==> src/design/hkie_ram.sv <==
// Generic single-port RAM with registered read.
// No dependencies.
module hkie_ram #(
  parameter int unsigned Width = 8,
  parameter int unsigned Depth = 16
) (
  input  logic                     clk_i,
  input  logic                     we_i,
  input  logic [$clog2(Depth)-1:0] addr_i,
  input  logic [Width-1:0]         wdata_i,
  output logic [Width-1:0]         rdata_o
);
  logic [Width-1:0] mem [Depth];

  always_ff @(posedge clk_i) begin
    if (we_i) begin
      mem[addr_i] <= wdata_i;
    end
    rdata_o <= mem[addr_i];
  end
endmodule

==> config.mk <==
export PLATFORM = sky130hd
export DESIGN_NAME = hkie_ram
export DESIGN_NICKNAME = d
export VERILOG_FILES = /design/src/design/hkie_ram.sv
export SDC_FILE = /design/constraint.sdc
export NUM_CORES = 1
export LEC_CHECK = 0
export BUFFER_PORTS_ARGS = -buffer_cell sky130_fd_sc_hd__buf_4
export CAP_MARGIN = 30
export CORE_UTILIZATION = 64
export CTS_CLUSTER_SIZE = 30
export DETAILED_ROUTE_END_ITERATION = 16
export HOLD_SLACK_MARGIN = 0.1
export PLACE_DENSITY = 0.86
export SETUP_SLACK_MARGIN = 0.05
export SLEW_MARGIN = 10
export SYNTH_ARGS = -nofsm -noshare
export SYNTH_HDL_FRONTEND = slang
export SYNTH_SLANG_ARGS = --single-unit
==> constraint.sdc <==
create_clock -name clk_i -period 3 [get_ports clk_i]
set_input_delay 0.45 -clock clk_i [delete_from_list [all_inputs] [get_ports clk_i]]
set_output_delay 0.45 -clock clk_i [all_outputs]
set_load 0.05 [all_outputs]
# Word level (Yosys, flattened, before mapping)
# Memories as Yosys holds them, arrays and structs flattened. A register that Yosys moved wholly into a read port is not among the register bits.
# Cells that the tools add are included.
[totals]
reg_bits = 0
latch_bits = 0
ramBits = 128
rom_bits = 0
in_bits = 14
output_inout_bits = 8
elab_cells = 3
mem_count = 1
[op_classes]
addsub = 0
n_mul = 0
div_mod_pow = 0
magnitude_cmp = 0
eq_ne = 0
shift = 0
mux = 2
n_bitwise = 0
reduce_logical = 0
[memory_table]
columns = ["memory", "depth", "word_bits", "read_ports", "rd_clocked_by_memory_dff", "wr", "line_no", "text"]
rows = [
  ["mem", 16, 8, 1, 1, 1, "13", "logic [Width-1:0] mem [Depth];"],
]
[ops]
columns = ["cell", "count"]
rows = [
  ["$mux 1", 2],
]

# Logic depth before layout (Yosys ltp)
[logic_depth]
word_depth = 2
ltp_mapped = 5
mapped_depth_nobuf = 3

# Worst setup path before layout
# Ideal clock, no wire load.
[synth_timing]
path_kind = "input-to-reg"
start = "input addr_i[2]"
end = "memory mem[0][0], enable pin"
setup_ns = 0.383
arrival_ns = 1.560
required_ns = 2.617
setup_slack_ns = 1.057
stages = 2
path_buffers = 0
cell_sequence = "or3b_2 > nor3_1"
[synth_lines]
columns = ["element", "line_no", "text"]
rows = [
  ["from (decl)", "9", "input logic [$clog2(Depth)-1:0] addr_i,"],
  ["to (decl)", "13", ""],
]
# Straight into the memory's write port.

# Worst setup path in the final report
[layout_timing]
start = "input addr_i[0]"
end = "memory mem[13][1], enable pin"
# Straight into the memory's write port.

==> flow_summary.json <==
{
  "outcome": "completed",
  "drt_pre_antenna_iters": 5,
  "synthMuxAreaShare_pct": 14.22,
  "synth.cell_area_um2": 5067,
  "grt_util_all_layers_pct": 28.12,
  "detail-route-antenna-nets": 0,
  "multi_input_area_um2": 1003,
  "netlist_instances": 230,
  "cts_tree": "done",
  "arrival_ns": 1.94,
  "power.switching_uw": 963.7,
  "drv_cap": 0,
  "port_buffers": 21,
  "grt_max_degree": 40,
  "syn_nets": 244,
  "antenna_found_initial": 0,
  "hold_buffers": 0,
  "critical_path_class": "input pin to flip-flop",
  "cts_sinks": 136,
  "relSlewSlack_pct": 46.52,
  "finalCritPeriodShare_pct": 59.87,
  "critPathRequiredTime_ns": 3.15,
  "rsz0062_at_grt": "no",
  "seq_area_frac_synth_pct": 79.01,
  "clockBufferDepth": 2,
  "powerDensity_nw_per_um2": 742.1,
  "crit_path_start_kind": "input pin",
  "worst_slew_pin_slew_ns": 0.7993,
  "drt-wirelength-per-cell_um": 27.20,
  "ys_ff_latch": 136,
  "clock_latency_ns": 0.52,
  "drc_errors": 0,
  "start_util_pct": 65.92,
  "slew_viol_final": 0,
  "hold_start": "wdata_i[5]",
  "place_area_um2": 5305,
  "gp_congestion": 0.8026,
  "hold_path_class": "input pin to flip-flop",
  "num-nets-final": 277,
  "netSwitchingFraction_pct": 22.09,
  "setup_ws_ns": 1.204,
  "p_seq_share_pct": 49.1,
  "drive_above_1_share_pct": 32.25,
  "regArea_um2": 4004,
  "area_delta_synth_final_pct": 16.02,
  "synth_area_per_cell_um2": 22.03,
  "setup_tns_ns": 0,
  "clockPowerShare_pct": 45.2,
  "vias": 2476,
  "final_area_um2": 5879,
  "pre_cts_slack_ns": 0.7271,
  "cts_max_level": 4,
  "n_antenna_cell": 0,
  "combPwrFrac_pct": 5.7,
  "synth_top_family_by_area": "multiplexers",
  "route.final.wire_length_mm": 10.28,
  "grt_pass1_vias": 2529,
  "post_cts_resized": 0,
  "io_pins": 22,
  "end_kind": "flip-flop",
  "setup_viol": 0,
  "fin_crit_ns": 1.796,
  "yosys_warnings": 0,
  "reg2reg_from": "mem[12][4]",
  "peakVddDrop_uv": 594.2,
  "std_cell_rows": 32,
  "drt-initial-drc-count": 388,
  "hold_ws_ns": 0.2761,
  "synth_compound_area_share_pct": 2.370,
  "timing.fmax_mhz": 556.8,
  "cts_made_buffers": 17,
  "path_clk_slew_ns": 0.06,
  "synth_cell_type_count": 18,
  "root_buffer": "clkbuf_8",
  "vias_per_cell": 6.550,
  "path_cells": "buf_4 > nand2b_1 > nor2_1",
  "crit_path_max_fanout": 39,
  "fin_skew_ns": 0.01003,
  "coreArea_um2": 7687,
  "grt_pass1_wl_mm": 15.69,
  "cts_setup_buffers": 0,
  "power.internal_uw": 3400,
  "p_leak_uw": 0.001928,
  "yosys.area_share.simple_pct": 3.210,
  "finalHoldViolCount": 0,
  "fp.dieArea_um2": 8277,
  "synth-xor-area-share_pct": 0,
  "cp-startpoint": "addr_i[0]",
  "dpl.hpwl_mm": 5.875,
  "die_y_um": 90.98,
  "grt-ovfl-total": 0,
  "fillers": 392,
  "slowest_stage": "nor2_1",
  "synth_fa_ha_area_share_pct": 0,
  "dieWidth_um": 90.98,
  "max_stage_delay_ns": 0.67
}
[stage by stage]
stage	utilization, %	std cells	power, uW
after floorplan	-	230	2327
final	76.48	378	4363
after detailed placement	69.01	344	2423
after CTS	76.35	376	4384
after global routing	76.48	378	4469
after global placement	68.95	343	2414
[worst paths after layout]
check | cells past startpoint | to | slack [ns]
hold / removal | 1 | mem[7][5] | 0.28
setup / recovery | 3 | mem[13][1] | 1.20
setup reg to reg | 3 | rdata_o[4] | 1.55
hold reg to reg | 3 | rdata_o[1] | 0.72
[worst max-delay path, delay by kind of cell]
kind,cells,cell delay [ns]
AND/OR/NAND/NOR,2,0.94
buffers and inverters,1,0.53
[power groups by stage]
stage	clock network [uW]	registers [uW]	logic, uW
6_report	1970	2140	250
5_1_grt	2060	2140	264
4_1_cts	1990	2140	249
3_5_place_dp	0	2180	245
3_3_place_gp	0	2180	238
2_1_floorplan	0	2220	109
[state kept, by name, summed over array words and instances (netlist names)]
signal	cells
mem	128
rdata_o	8
[cell families (layout without fill, tap and decap cells)]
family / count (synthesis) / in the layout
flops: 136 / 136
simple gates: 35 / 35
mux: 32 / 32
compound gates: 16 / 16
buf+inv: 11 / 57
[metal layers]
| metal | track usage (%) | wire length (um) |
|---|---|---|
| met5 | 0 | 0 |
| met4 | 12.17 | 304 |
| met3 | 8.459 | 1141 |
| met2 | 40.15 | 4699 |
| met1 | 41.29 | 4135 |
[cells in the final DEF (no fill, tap or decap)]
cell type and n:
nor2_1 13, bufinv_16 2, clkinvlp_4 3, nor2b_1 2, nor3_1 4, clkbuf_16 16, nand2b_1 2, dfxtp_1 8
inv_6 4, nand3b_1 2, clkbuf_1 1, nand2_1 9, or3b_2 1, nand3_1 1, clkinv_2 4, edfxtp_1 128
and2_1 1, a22oi_1 16, buf_2 3, clkinv_4 1, mux4_2 32, clkbuf_8 1, buf_4 22
[cell type report]
cell class / count / share of cell area [%]
repair buffers: 25 / 3.064
flip-flops and latches: 136 / 68.10
clock inverters: 14 / 2.490
clock buffers: 18 / 7.108
well taps: 102 / 2.171
multi-input cells: 83 / 17.07
[cells in the mapped netlist]
master | count | share of area (%)
a22oi_1 | 16 | 2.4
and2_1 | 1 | 0.12
buf_1 | 4 | 0.30
buf_2 | 2 | 0.20
buf_6 | 2 | 0.44
clkbuf_1 | 2 | 0.15
clkbuf_2 | 1 | 0.099
dfxtp_1 | 8 | 3.2
edfxtp_1 | 128 | 76
mux4_2 | 32 | 14
nand2_1 | 9 | 0.67
nand2b_1 | 2 | 0.25
nand3_1 | 1 | 0.099
nand3b_1 | 2 | 0.30
nor2_1 | 13 | 0.96
nor2b_1 | 2 | 0.25
nor3_1 | 4 | 0.40
or3b_2 | 1 | 0.17
No activity file was read; power rests on OpenSTA's default activity.
