$ cat src/design/hkie_pkg.sv
// Package for the hashed key index engine: sizes, codes, FNV-1a constants.
// No dependencies.
package hkie_pkg;

  localparam int unsigned SlotW    = 10;
  localparam int unsigned Slots    = 1 << SlotW;
  localparam int unsigned KeyBytes = 11;
  localparam int unsigned RecW     = 10;
  localparam int unsigned CntW     = 11;
  localparam int unsigned MetaW    = 44;
  localparam int unsigned KhlW     = 28;
  localparam int unsigned SlotDW   = MetaW + 64 + KhlW;

  localparam logic [31:0] FnvOffset = 32'd2166136261;
  localparam logic [31:0] FnvPrime  = 32'd16777619;

  typedef enum logic [1:0] {
    REQ_LOOKUP = 2'd0,
    REQ_UPSERT = 2'd1,
    REQ_REMOVE = 2'd2,
    REQ_NONE   = 2'd3
  } req_e;

  typedef enum logic [1:0] {
    ST_OK       = 2'd0,
    ST_NOTFOUND = 2'd1,
    ST_FULL     = 2'd2,
    ST_EMPTYKEY = 2'd3
  } status_e;

  typedef enum logic [3:0] {
    S_CLEAR, S_IDLE, S_HASH, S_FRD, S_FCHK, S_IRD, S_ICHK,
    S_POP, S_POPW, S_WRITE, S_DONE
  } state_e;

endpackage

$ cat src/design/hkie_hash.sv
// FNV-1a hash of the key, one byte per cycle; zero hash maps to 1.
// Depends on hkie_pkg.
module hkie_hash (
  input  logic        clk_i,
  input  logic        rst_ni,
  input  logic        start_i,
  input  logic [63:0] klo_i,
  input  logic [23:0] khi_i,
  input  logic [3:0]  len_i,
  output logic        done_o,
  output logic [31:0] hash_o
);
  import hkie_pkg::*;

  logic [31:0] h_q, h_d;
  logic [3:0]  idx_q, idx_d;
  logic        run_q, run_d;
  logic [7:0]  byte_w;
  logic [31:0] prod;
  logic [87:0] kall;

  assign kall   = {khi_i, klo_i};
  assign byte_w = kall[{idx_q, 3'b000} +: 8];
  assign prod   = (h_q ^ {24'd0, byte_w}) * FnvPrime;

  // byte loop
  always_comb begin
    h_d   = h_q;
    idx_d = idx_q;
    run_d = run_q;
    if (start_i) begin
      h_d   = FnvOffset;
      idx_d = '0;
      run_d = 1'b1;
    end else if (run_q) begin
      h_d   = prod;
      idx_d = idx_q + 4'd1;
      if (idx_q + 4'd1 == len_i) run_d = 1'b0;
    end
  end

  always_ff @(posedge clk_i or negedge rst_ni) begin
    if (!rst_ni) begin
      run_q <= 1'b0;
      idx_q <= '0;
      h_q   <= '0;
    end else begin
      run_q <= run_d;
      idx_q <= idx_d;
      h_q   <= h_d;
    end
  end

  assign done_o = !run_q && !start_i;
  assign hash_o = (h_q == 32'd0) ? 32'd1 : h_q;
endmodule

$ cat config.mk
export PLATFORM = sky130hd
export DESIGN_NAME = hkie_hash
export DESIGN_NICKNAME = d
export VERILOG_FILES = /design/src/design/hkie_pkg.sv /design/src/design/hkie_hash.sv
export SDC_FILE = /design/constraint.sdc
export NUM_CORES = 1
export LEC_CHECK = 0
export BUFFER_PORTS_ARGS = -buffer_cell sky130_fd_sc_hd__buf_2
export CORE_MARGIN = 2
export CORE_UTILIZATION = 60
export DETAILED_ROUTE_END_ITERATION = 7
export PLACE_DENSITY = 0.84
export SLEW_MARGIN = 20
export SYNTH_ARGS = -nofsm -noshare
export SYNTH_HDL_FRONTEND = slang
export SYNTH_SLANG_ARGS = --single-unit
export TNS_END_PERCENT = 50
$ cat constraint.sdc
create_clock -name clk_i -period 9.13 [get_ports clk_i]
set_input_delay 0.913 -clock clk_i [delete_from_list [all_inputs] [get_ports clk_i]]
set_output_delay 0.913 -clock clk_i [all_outputs]
set_load 0.005 [all_outputs]
======== Word level (Yosys, flattened, before mapping) ========
Cells that the tools add are included.
word-level totals
  bits in registers ....................... 37
  input port bits ......................... 95
  logic and storage cells ................. 21
cells by class
  add/subtract/negate cells ............... 1
  $mul .................................... 1
  equality and inequality tests ........... 1
  shifts and indexed selects .............. 1
  mux-type cells .......................... 8
  bitwise gates (word level) .............. 1
  reductions and logical operators ........ 5
operators by type and width
  kind                    count
  $mux 32                 3
  $shiftx 88x8->8         1
  $logic_not 32->1        1
  $mul 32x25->32 const B  1
  $xor 32x8->32           1
  $mux 4                  2
  $add 4x1->4 const B     1
  $eq 4x4->1              1
  $mux 1                  3
  $logic_not 1->1         2
  $reduce_bool 2->1       1
  $logic_and 1x1->1       1

======== Logic depth before layout (Yosys ltp) ========
  depth in word-level cells ............... 5
  mapped depth ............................ 27

======== Worst setup path after synthesis ========
No wires, ideal clock.
  path type ............................... register to register
  start point ............................. register idx_q[0]
  end point ............................... register h_q[30]
  library setup time ...................... 0.139 ns
  arrival time ............................ 6.896 ns
  path slack .............................. 2.095 ns
  stages on the path, launching flop included .. 28
  clock period less this slack ............ 7.035 ns
  path through ............................ dfrtp_1 -> buf_2 -> buf_2 -> buf_1 -> mux2_2 -> o22ai_1 -> nor3_1 -> a21oi_1 -> xnor2_1 -> ha_1 -> ha_1 -> fa_1 -> ha_1 -> fa_1 -> ha_1 -> inv_1 -> fa_1 -> inv_1 -> ha_1 -> nand4_1 -> a21oi_1 -> nand3_1 -> o21ai_1 -> a31oi_1 -> or3_1 -> o21ai_1 -> nor4_1 -> or4_1
between the ends
  longest elaborated chain between the ends .. 5
ends and longest elaborated chain
  what                      RTL line         source
  start: declaration        hkie_hash.sv:16  logic [3:0] idx_q, idx_d;
  start signal: assignment  hkie_hash.sv:49  idx_q <= idx_d;
  $shiftx 88x8->8           hkie_hash.sv:23  assign byte_w = kall[{idx_q, 3'b000} +: 8];
  $xor 32x8->32             hkie_hash.sv:24  assign prod = (h_q ^ {24'd0, byte_w}) * FnvPrime;
  $mul 32x25->32            hkie_hash.sv:24
  $mux 32                   hkie_hash.sv:35  end else if (run_q) begin
  $mux 32                   hkie_hash.sv:31  if (start_i) begin
  end signal: assignment    hkie_hash.sv:46  h_q <= '0;
  end signal: assignment    hkie_hash.sv:50  h_q <= h_d;
  end: declaration          hkie_hash.sv:15  logic [31:0] h_q, h_d;
No other way between the ends. The select of a mux whose other input is x is not followed.
A chain may end at the register's enable or synchronous reset.

======== Worst setup path in the final report ========
Same ends and word-level chain as after synthesis.

==> flow_summary_export.csv <==
group,metric,value,unit
critical_path,critical_path.slowest_cell,"dfrtp_2",
floorplan,die-height,122,um
critical_path,worstSetupEndpointType,"flop",
drt,route.vias.total,6949,
drt,vias_cell,5.77,
sta,unrepaired_setup_endpoints_after_global_routing,"no",
layout,syn_to_final_growth,9.78,%
critical_path,critPathArrivalTime,8080,ps
job,number_of_max_cap_violations,0,
layout,final_nets,1386,
drt,drc_violations_left,0,
layout,multiInputGateArea,0.00654,mm^2
sta,layout_min_cycle_time,7920,ps
critical_path,cp_max_fo,38,
sta,timing.final.setup_violations,0,
synth,netlist-cell-type-count,57,
global_routing,grt_first_pass_wirelength,34300,um
sta,worstMarginPinSlew,1010,ps
global_routing,grt_antenna_before_repair,0,
drt,wire_per_inst,17.4,um
place,finalWeightedCongestion,0.898,
synth,synth-seq-area-share,11.0,%
clocking,cts_inserted_buffers,5,
layout,fillerInstances,1091,
floorplan,ioPinCount,128,
clocking,cts.reportedPaths.clkPinSlew,70,ps
drt,postRouteWirelength,20900,um
critical_path,crit_chain,"mux4_2 > nor2_1 > nor3_1 > a21oi_1 > xnor2_1 > ha_1 > ha_1 > fa_1 > ha_1 > fa_1 > ha_1 > inv_1 > fa_1 > inv_1 > ha_1 > a211oi_1 > nor2_1 > o41ai_1 > o21ai_1 > a31oi_1 > or3_1 > o21ai_1 > nor4b_1 > or4_1",
place,hpwlAfterDp,17000,um
synth,syn-cell-area,0.00840,mm^2
clocking,clock-sinks,37,
floorplan,initial_utilization,61.0,%
clocking,cts_repair_resize_count,0,
global_routing,grt.total_usage,29.2,%
drt,postRouteAntennaNets,0,
sta,max_freq,126,MHz
critical_path,crit_required,9290,ps
global_routing,top_usage_layer,"met2",
floorplan,row_count,43,
drt,drt_iter0_drc,554,
global_routing,use_met1,39.6,%
synth,yosysWarnings,0,
critical_path,worst_setup_path_type,"reg -> reg",
synth,syn_nets,1292,
layout,area_taken_by_flip_flops_and_latches,927,um^2
global_routing,first_global_vias,6965,
clocking,cts-hold-fix-buffers,0,
critical_path,setup.worst_path.start_class,"flop",
clocking,clock_insertion_delay_worst_skew,290,ps
sta,fin_tns_setup,0,ps
critical_path,timing.critical_path.max_delay_family,"adder cells",
synth,synth-edff-count,0,
drt,detailed_router_iteration_count_before_antenna_repair,5,
global_routing,gr-total-overflow,0,
sta,maxSlewViolCount,0,
place,portBuffers,127,
status,outcome,"completed",
layout,layout.cells.most_common_list,"196 x inv_1, 193 x ha_1, 127 x buf_2, 74 x fa_1, 70 x nor2_1",
synth,yosys_most_used_dff,"dfrtp_1",
clocking,cts_max_path_buffers,2,
global_routing,use_met3,3.25,%
sta,slew_headroom,32.5,%
synth,syn_avg_cell_area,9.04,um^2
global_routing,met2_usage,48.5,%
floorplan,die_area,0.0150,mm^2
critical_path,cp_slowest_stage_delay,940,ps
sta,fin_worst_hold_slack,599,ps
clocking,cts.root.buffer_cell,"clkbuf_16",
layout,antenna_cells_inserted,0,
layout,layout_commonest_cell,"inv_1",
clocking,clock_tree_from_tritoncts,"yes",
layout,share_of_post_route_cells_with_drive_strength_above_1,16.8,%
hold_path,worst_hold_path_type,"reg -> reg",
floorplan,die_x,122,um
critical_path,path_common_cell,"ha_1",
synth,postSynthRegisterBits,37,
critical_path,critical_path_buf_inv_count,2,
synth,syn_inst,930,
sta,hold_violations,0,
place,placement.cell_area,0.00908,mm^2
synth,postSynth.asyncResetShare,100,%
layout,design_area,0.00923,mm^2
global_routing,grt_start_max_net_pins,46,
floorplan,design.core.area,0.0138,mm^2
clocking,cts.repair_timing.setup_buffer_count,0,
clocking,htreeDepth,2,
sta,final_cycle_utilization_of_the_critical_path,86.7,%
sta,finClkSkew,6.18,ps
cells by family after synthesis:
family,after synthesis,share of synthesized area [%]
buffers and inverters,239,11.2
adder cells (fa/ha/maj),267,46.4
flip-flops,37,11.0
multiplexers,43,6.54
XOR/XNOR,59,6.15
AND/OR/NAND/NOR,156,8.84
AO/OA/AOI/OAI,129,9.90
worst paths after layout:
kind / endpoint / slack, ps / start / depth (start not counted)
min: h_q[1] / 600 / h_q[1] / 2
max reg2reg: h_q[30] / 1210 / idx_q[0] / 24
min reg2reg: h_q[1] / 600 / h_q[1] / 2
min in group asynchronous: h_q[4] / 750 / rst_ni / 1
max in group asynchronous: idx_q[0] / 7760 / rst_ni / 1
max: h_q[30] / 1210 / idx_q[0] / 24
state kept, by name (all words and copies together) (netlist names):
signal  flops
idx_q       4
run_q       1
h_q        32
worst reg2reg max path, stage by stage, from the launching register on:
cell and delay (ps):
dfrtp_2 940, mux4_2 620, nor2_1 110, nor3_1 70, a21oi_1 320, xnor2_1 250
ha_1 300, ha_1 310, fa_1 510, ha_1 220, fa_1 480, ha_1 300
inv_1 50, fa_1 530, inv_1 50, ha_1 360, a211oi_1 250, nor2_1 100
o41ai_1 310, o21ai_1 220, a31oi_1 430, or3_1 210, o21ai_1 90, nor4b_1 170
or4_1 550
layer usage:
layer	up-vias	routed length [um]
li1	3252	-
met1	3379	8820
met2	262	10100
met3	56	1270
met4	0	690
met5	-	0
final cells by class:
cell class	instances	share of cell area [%]
inverter	196	7.97
multi-input combinational	654	70.9
tap	180	2.44
sequential	37	10.0
timing repair buffer	130	7.13
clock buffer	5	1.36
clock inverter	3	0.190
cells in the mapped netlist, drive strengths merged, types with 7 or more instances:
cell type  number  area [um^2]
clkbuf         34          138
a21o           11         85.1
a211oi         10         80.1
o22ai          10         62.6
buf             8         56.3
mux4            8          180
mux2i          20          200
nor3           10         50.1
nand2          25         93.8
mux2           15          169
nor2           70          263
o21bai          7         52.6
xor2           18          158
fa             74         1480
nand2b          9         56.3
o21ai          31          155
inv           196          736
dfrtp          37          926
ha            193         2410
a211o           7         61.3
xnor2          41          359
a21oi          33          165
metrics by stage:
stage,instances,setup WS [ps],utilization (%)
floorplan,930,2090,-
global placement,1197,1650,66.0
detailed placement,1197,1450,66.0
CTS,1205,1300,67.0
global route,1205,814,67.0
finish,1205,1210,67.0
Power is left out: the tool's default activity adds up to more than one toggle a clock period on the data nets, which glitch-free logic cannot reach.
